**src/hdl/dlps_pkg.sv**
```systemverilog
package dlps_pkg;

   localparam int SPECULAR_POWER_LOG2 = 5;

   localparam int ROOT_W      = 16;
   localparam int SQ_STEPS    = 2;
   localparam int SQ_STAGES   = ROOT_W / SQ_STEPS;
   localparam int QUO_W       = 16;
   localparam int DIV_STEPS   = 2;
   localparam int DIV_STAGES  = QUO_W / DIV_STEPS;
   localparam int UNIT_LAT    = SQ_STAGES + DIV_STAGES + 1;

   localparam logic [14:0] ONE_Q14 = 15'd16384;
   localparam logic [23:0] OUT_MAX = 24'hFFFFFF;

   typedef enum logic [2:0] {
      REG_LIGHT_DIR_X     = 3'd0,
      REG_LIGHT_DIR_Y     = 3'd1,
      REG_LIGHT_DIR_Z     = 3'd2,
      REG_LIGHT_RED       = 3'd3,
      REG_LIGHT_GREEN     = 3'd4,
      REG_LIGHT_BLUE      = 3'd5,
      REG_LIGHT_INTENSITY = 3'd6
   } csr_idx_type;

   localparam logic [15:0] RST_LIGHT_DIR_X     = 16'h0000;
   localparam logic [15:0] RST_LIGHT_DIR_Y     = 16'hFF00;
   localparam logic [15:0] RST_LIGHT_DIR_Z     = 16'h0000;
   localparam logic [7:0]  RST_LIGHT_COLOR     = 8'd255;
   localparam logic [15:0] RST_LIGHT_INTENSITY = 16'd256;

   typedef logic [2:0][15:0] vec_type;

   typedef struct packed {
      logic [31:0]       rem;
      logic [ROOT_W-1:0] root;
   } sq_type;

   typedef struct packed {
      logic [31:0]      rem;
      logic [QUO_W-1:0] quo;
   } dv_type;

   typedef struct packed {
      logic [31:0] level;
      logic [15:0] shine;
      logic        shadowed;
   } side_type;

   typedef struct packed {
      logic [15:0]       shine;
      logic              shadowed;
      logic [47:0]       li;
      logic [2:0][33:0]  draw;
      logic [2:0][23:0]  dsat;
   } tail_type;

   function automatic logic [30:0] sq16(logic [15:0] x);
      logic signed [31:0] p;
      p = $signed(x) * $signed(x);
      return p[30:0];
   endfunction

   function automatic sq_type sqrt_step(sq_type s, int i);
      sq_type     r;
      logic [33:0] t;
      r = s;
      t = (34'(s.root) << (i + 1)) + (34'd1 << (2 * i));
      if (34'(s.rem) >= t) begin
         r.rem  = s.rem - t[31:0];
         r.root = s.root | (ROOT_W'(1) << i);
      end
      return r;
   endfunction

   function automatic dv_type div_step(dv_type d, logic [15:0] len, int i);
      dv_type     r;
      logic [31:0] t;
      r = d;
      t = 32'(len) << i;
      if (d.rem >= t) begin
         r.rem = d.rem - t;
         r.quo = d.quo | (QUO_W'(1) << i);
      end
      return r;
   endfunction

endpackage

```
**src/hdl/dlps_unitize.sv**
```systemverilog
module dlps_unitize (
   input  logic             clock,
   input  logic             adv,
   input  dlps_pkg::vec_type a,
   input  logic [31:0]      ss,
   output dlps_pkg::vec_type u
);

   dlps_pkg::sq_type  sq_ff [dlps_pkg::SQ_STAGES];
   dlps_pkg::vec_type sa_ff [dlps_pkg::SQ_STAGES];

   dlps_pkg::dv_type  dv_ff  [dlps_pkg::DIV_STAGES][3];
   logic [15:0]       len_ff [dlps_pkg::DIV_STAGES];
   logic [2:0]        neg_ff [dlps_pkg::DIV_STAGES];

   dlps_pkg::vec_type u_ff;

   for (genvar g = 0; g < dlps_pkg::SQ_STAGES; g++) begin : g_sq
      dlps_pkg::sq_type  cur;
      dlps_pkg::sq_type  nxt;
      dlps_pkg::vec_type cur_a;
      if (g == 0) begin : g_first
         assign cur   = '{rem: ss, root: '0};
         assign cur_a = a;
      end else begin : g_rest
         assign cur   = sq_ff[g-1];
         assign cur_a = sa_ff[g-1];
      end
      always_comb begin
         nxt = cur;
         for (int j = 0; j < dlps_pkg::SQ_STEPS; j++) begin
            nxt = dlps_pkg::sqrt_step(nxt, dlps_pkg::ROOT_W - 1 - (g * dlps_pkg::SQ_STEPS + j));
         end
      end
      always_ff @(posedge clock) begin
         if (adv) begin
            sq_ff[g] <= nxt;
            sa_ff[g] <= cur_a;
         end
      end
   end

   for (genvar g = 0; g < dlps_pkg::DIV_STAGES; g++) begin : g_dv
      dlps_pkg::dv_type cur [3];
      dlps_pkg::dv_type nxt [3];
      logic [15:0]      cur_len;
      logic [2:0]       cur_neg;
      if (g == 0) begin : g_first
         dlps_pkg::vec_type la;
         logic [16:0]       mag [3];
         assign la      = sa_ff[dlps_pkg::SQ_STAGES-1];
         assign cur_len = sq_ff[dlps_pkg::SQ_STAGES-1].root;
         for (genvar i = 0; i < 3; i++) begin : g_in
            assign mag[i]     = la[i][15] ? (17'd0 - {1'b1, la[i]}) : {1'b0, la[i]};
            assign cur[i]     = '{rem: {1'b0, mag[i], 14'd0}, quo: '0};
            assign cur_neg[i] = la[i][15];
         end
      end else begin : g_rest
         assign cur     = dv_ff[g-1];
         assign cur_len = len_ff[g-1];
         assign cur_neg = neg_ff[g-1];
      end
      always_comb begin
         for (int i = 0; i < 3; i++) begin
            nxt[i] = cur[i];
            for (int j = 0; j < dlps_pkg::DIV_STEPS; j++) begin
               nxt[i] = dlps_pkg::div_step(nxt[i], cur_len,
                                           dlps_pkg::QUO_W - 1 - (g * dlps_pkg::DIV_STEPS + j));
            end
         end
      end
      always_ff @(posedge clock) begin
         if (adv) begin
            dv_ff[g]  <= nxt;
            len_ff[g] <= cur_len;
            neg_ff[g] <= cur_neg;
         end
      end
   end

   always_ff @(posedge clock) begin
      if (adv) begin
         for (int i = 0; i < 3; i++) begin
            if (len_ff[dlps_pkg::DIV_STAGES-1] == 16'd0) begin
               u_ff[i] <= '0;
            end else if (neg_ff[dlps_pkg::DIV_STAGES-1][i]) begin
               u_ff[i] <= 16'd0 - dv_ff[dlps_pkg::DIV_STAGES-1][i].quo;
            end else begin
               u_ff[i] <= dv_ff[dlps_pkg::DIV_STAGES-1][i].quo;
            end
         end
      end
   end

   assign u = u_ff;

endmodule

```
**config.mk**
```make
export PLATFORM = sky130hd
export DESIGN_NAME = dlps_unitize
export DESIGN_NICKNAME = d
export VERILOG_FILES = /design/src/hdl/dlps_pkg.sv /design/src/hdl/dlps_unitize.sv
export SDC_FILE = /design/constraint.sdc
export NUM_CORES = 2
export LEC_CHECK = 0
export BUFFER_PORTS_ARGS = -buffer_cell sky130_fd_sc_hd__buf_4
export CAP_MARGIN = 5
export CORE_MARGIN = 4
export CORE_UTILIZATION = 50
export CTS_CLUSTER_DIAMETER = 80
export CTS_CLUSTER_SIZE = 10
export DETAILED_ROUTE_END_ITERATION = 6
export PLACE_DENSITY_LB_ADDON = 0.08
export REMOVE_ABC_BUFFERS = 1
export SLEW_MARGIN = 20
export SYNTH_ARGS = -nofsm -noshare
export SYNTH_HDL_FRONTEND = slang
export SYNTH_SLANG_ARGS = --single-unit
```
**constraint.sdc**
```tcl
create_clock -name clock -period 8.7 [get_ports clock]
set_input_delay 1.74 -clock clock [delete_from_list [all_inputs] [get_ports clock]]
set_output_delay 1.74 -clock clock [all_outputs]
set_load 0.01 [all_outputs]
```
==> out/metrics.yaml <==
clock_network:
  ctsHoldBuffers: 0
  cts_buffers: 187
  cts-root-buf: "clkbuf_16"
  cts_tree: "built"
  clock-sinks: 1600
  cts_resized: 0
  post_cts_buffers: 0
  cts.path.max_buffers: 3
  htreeDepth: 4
  clock_latency_ns: 0.85
  clkTransAtPathRegs_ns: 0.06
sta:
  layout_min_cycle_time_ns: 7.69
  rsz0062_at_grt: "false"
  period_share_pct: 88.3
  relSlewSlack_pct: 28.0
  tightest_slew_ns: 1.08
  fin_ws_ns: 1.01
  fmax_mhz: 130
  clock_skew_ns: 0.0490
  drv_slew: 0
  setup_tns_ns: 0
  whs_ns: 0.393
  hold_viol_final: 0
  setup_violations: 0
yosys:
  ys_seq_elements: 1600
  ys.flop_type: "edfxtp_1"
  syn-cell-area_um2: 109000
  synth_cell_type_count: 102
  synth_edf_count: 1600
  yosysSeqAreaShare_pct: 44.1
  synth.avg_cell_area_um2: 10.3
  synthCells: 10600
  synth-async-reset-ratio_pct: 0
  synth_warnings: 0
min_path:
  whs_path_depth: 0
  whs_endpoint: "sa_ff[1][156]"
  hold_path.class: "reg -> reg"
  hold_path.startpoint: "sa_ff[1][108]"
power_and_ir_drop:
  power.switching_mw: 17.0
  p_leak_nw: 46.5
  p_per_area_nw_per_um2: 353
  p_comb_share_pct: 53.6
  p_sw_share_pct: 40.3
  ir_drop_mv: 0.227
  intPower_mw: 25.1
  p_clk_share_pct: 16.7
  fin_total_pwr_mw: 42.0
  seqPwrFrac_pct: 29.7
worst_setup_path:
  slowest_delay_ns: 0.61
  worstPathMaxFanout: 12
  critical-path-slowest-cell: "or4b_2"
  endpoint_kind: "register"
  regToRegStartpoint: "sa_ff[1][177]"
  critPathArrivalTime_ns: 8.27
  startpoint_type: "register"
  reg2reg_depth: 28
  critPathKind: "reg -> reg"
  cp_data_required_time_ns: 9.29
  r2r_slack_ns: 1.01
  r2r_end: "dv_ff[0][36]"
  cp_common_cell: "a21oi_1"
place:
  port_buffers: 129
  place_inst: 13500
  pre_cts_ws_ns: 1.03
  gp_congestion: 0.949
  hpwl_um: 224000
floorplan:
  die_area_um2: 226000
  io_pins: 130
  core_region_area_um2: 217000
  die_h_um: 475
  initial_utilization_pct: 50.3
  rows: 171
  chipWidth_um: 475
route:
  wl_um: 286000
  drtIter0Drc: 4881
  drt_pass1_iterations: 7
  num_vias: 80900
  drc: 13
  ant_nets: 0
  routedWlPerCell_um: 20.7
  vias_per_cell: 5.87
global_route:
  antenna_found_initial: 3
  grt_max_degree: 197
  grt_pass1_wl_um: 444000
  grt_overflow: 0
  grt_pass1_vias: 79700
  grtUsageTotal_pct: 24.9
layout:
  drive_gt1_share_pct: 8.62
  layoutNonFillerInstCount: 13800
  nets: 11900
  area_delta_synth_final_pct: 9.39
status:
  violations: "design-rule violations"
  status: "complete, but fails checks"
job:
  cap_viol_max_count: 0
[worst max-delay path, delay by kind of cell (launching register included)]
family                   cells  cell delay (ns)
AO/OA/AOI/OAI               16             3.26
XOR/XNOR                     1             0.19
adder cells (fa/ha/maj)      2             0.80
buffers and inverters        1             0.20
flip-flops                   1             0.40
multiplexers                 2             0.49
AND/OR/NAND/NOR              6             2.07
[layout make-up]
cell class              instances  area (um2)
diodes                          4        10.0
clock buffers                 195        4750
clock inverters                35         537
fillers                     18700       97700
inverters                     525        1970
multi-input cells            8308       58300
flip-flops and latches       1600       48000
well taps                    2854        3570
repair buffers                259        2090
[cell families after synthesis]
| logic type | Yosys count | share of synthesized area, % |
|---|---|---|
| buffers and inverters | 725 | 2.53 |
| muxes | 371 | 3.79 |
| DFF | 1600 | 44.1 |
| adders and majority gates | 934 | 10.9 |
| AOI/OAI and AO/OA | 2698 | 15.6 |
| other | 1 | 0.00344 |
| and+or+nand+nor | 3297 | 15.0 |
| xor gates and xnor gates | 1005 | 8.07 |
[registers in the layout, indices dropped and copies added (netlist names)]
register and cells:
sq_ff 296, dv_ff 720, u 48, len_ff 128
sa_ff 384, neg_ff 24
[worst max path at each step]
stage	depth (start not counted)	startpoint	end	slack (ns)
detailed placement	28	sa_ff[1][177]	dv_ff[0][32]	1.03
global route	28	sa_ff[1][148]	dv_ff[0][143]	0.49
CTS	28	sa_ff[1][177]	dv_ff[0][41]	1.00
global placement	28	sa_ff[1][177]	dv_ff[0][33]	0.95
finish	28	sa_ff[1][177]	dv_ff[0][36]	1.01
floorplan	28	sa_ff[1][164]	dv_ff[0][79]	1.07
[cells in the final DEF, fill, tap and decap left out, types with 71 or more instances in the layout]
cell / count
edfxtp_1: 1600
nor2_1: 870
and3_1: 73
o21a_1: 147
nor2b_1: 143
nand3_1: 232
buf_4: 248
nand2b_1: 156
nor3_1: 267
mux2_2: 297
nand4_1: 115
o21ai_0: 618
and2_1: 72
a21o_1: 317
clkbuf_16: 189
inv_1: 516
or2_2: 71
xnor2_1: 656
nand2_1: 795
or3_1: 117
o31ai_1: 103
nor4_1: 128
a21oi_1: 830
a211oi_1: 73
xor2_1: 349
ha_1: 907
o21bai_1: 98
[synthesized netlist by cell type (128+ instances only)]
cell type / n / area (um2)
nand2_1: 795 / 2980
xor2_1: 349 / 3060
nand2b_1: 156 / 976
mux2_2: 297 / 3340
o21ai_0: 618 / 3090
a21o_1: 317 / 2380
o21a_1: 147 / 1100
clkbuf_1: 157 / 589
a21oi_1: 832 / 4160
xnor2_1: 656 / 5750
nor4_1: 128 / 801
inv_1: 516 / 1940
nor3_1: 267 / 1340
ha_1: 907 / 11300
nand3_1: 232 / 1160
edfxtp_1: 1600 / 48000
nor2_1: 870 / 3270
nor2b_1: 143 / 895
[power groups by stage]
| stage | logic, mW | registers [mW] | clock network (mW) |
|---|---|---|---|
| floorplan | 17.5 | 12.0 | 0 |
| global placement | 21.8 | 12.6 | 0 |
| detailed placement | 22.2 | 12.6 | 0 |
| CTS | 22.4 | 12.5 | 7.26 |
| finish | 22.5 | 12.5 | 7.02 |
| global route | 25.2 | 12.7 | 7.57 |
[layer usage]
layer | share of wire (%) | wire length, um | vias to the layer above | global-route usage, %
met2 | 51 | 144000 | 1808 | 45.3
li1 | - | - | 40100 | -
met1 | 39 | 112000 | 38300 | 28.0
met4 | 6.9 | 19800 | 0 | 15.2
met5 | 0 | 0 | - | 0
met3 | 3.4 | 9790 | 632 | 2.73
[through the flow]
step	instance area [um2]	utilization, %
after global routing	119000	55.0
final	119000	55.0
after detailed placement	114000	52.5
after CTS	119000	55.0
after floorplan	108000	-
after global placement	114000	52.5
No activity file was read; power rests on OpenSTA's default activity.
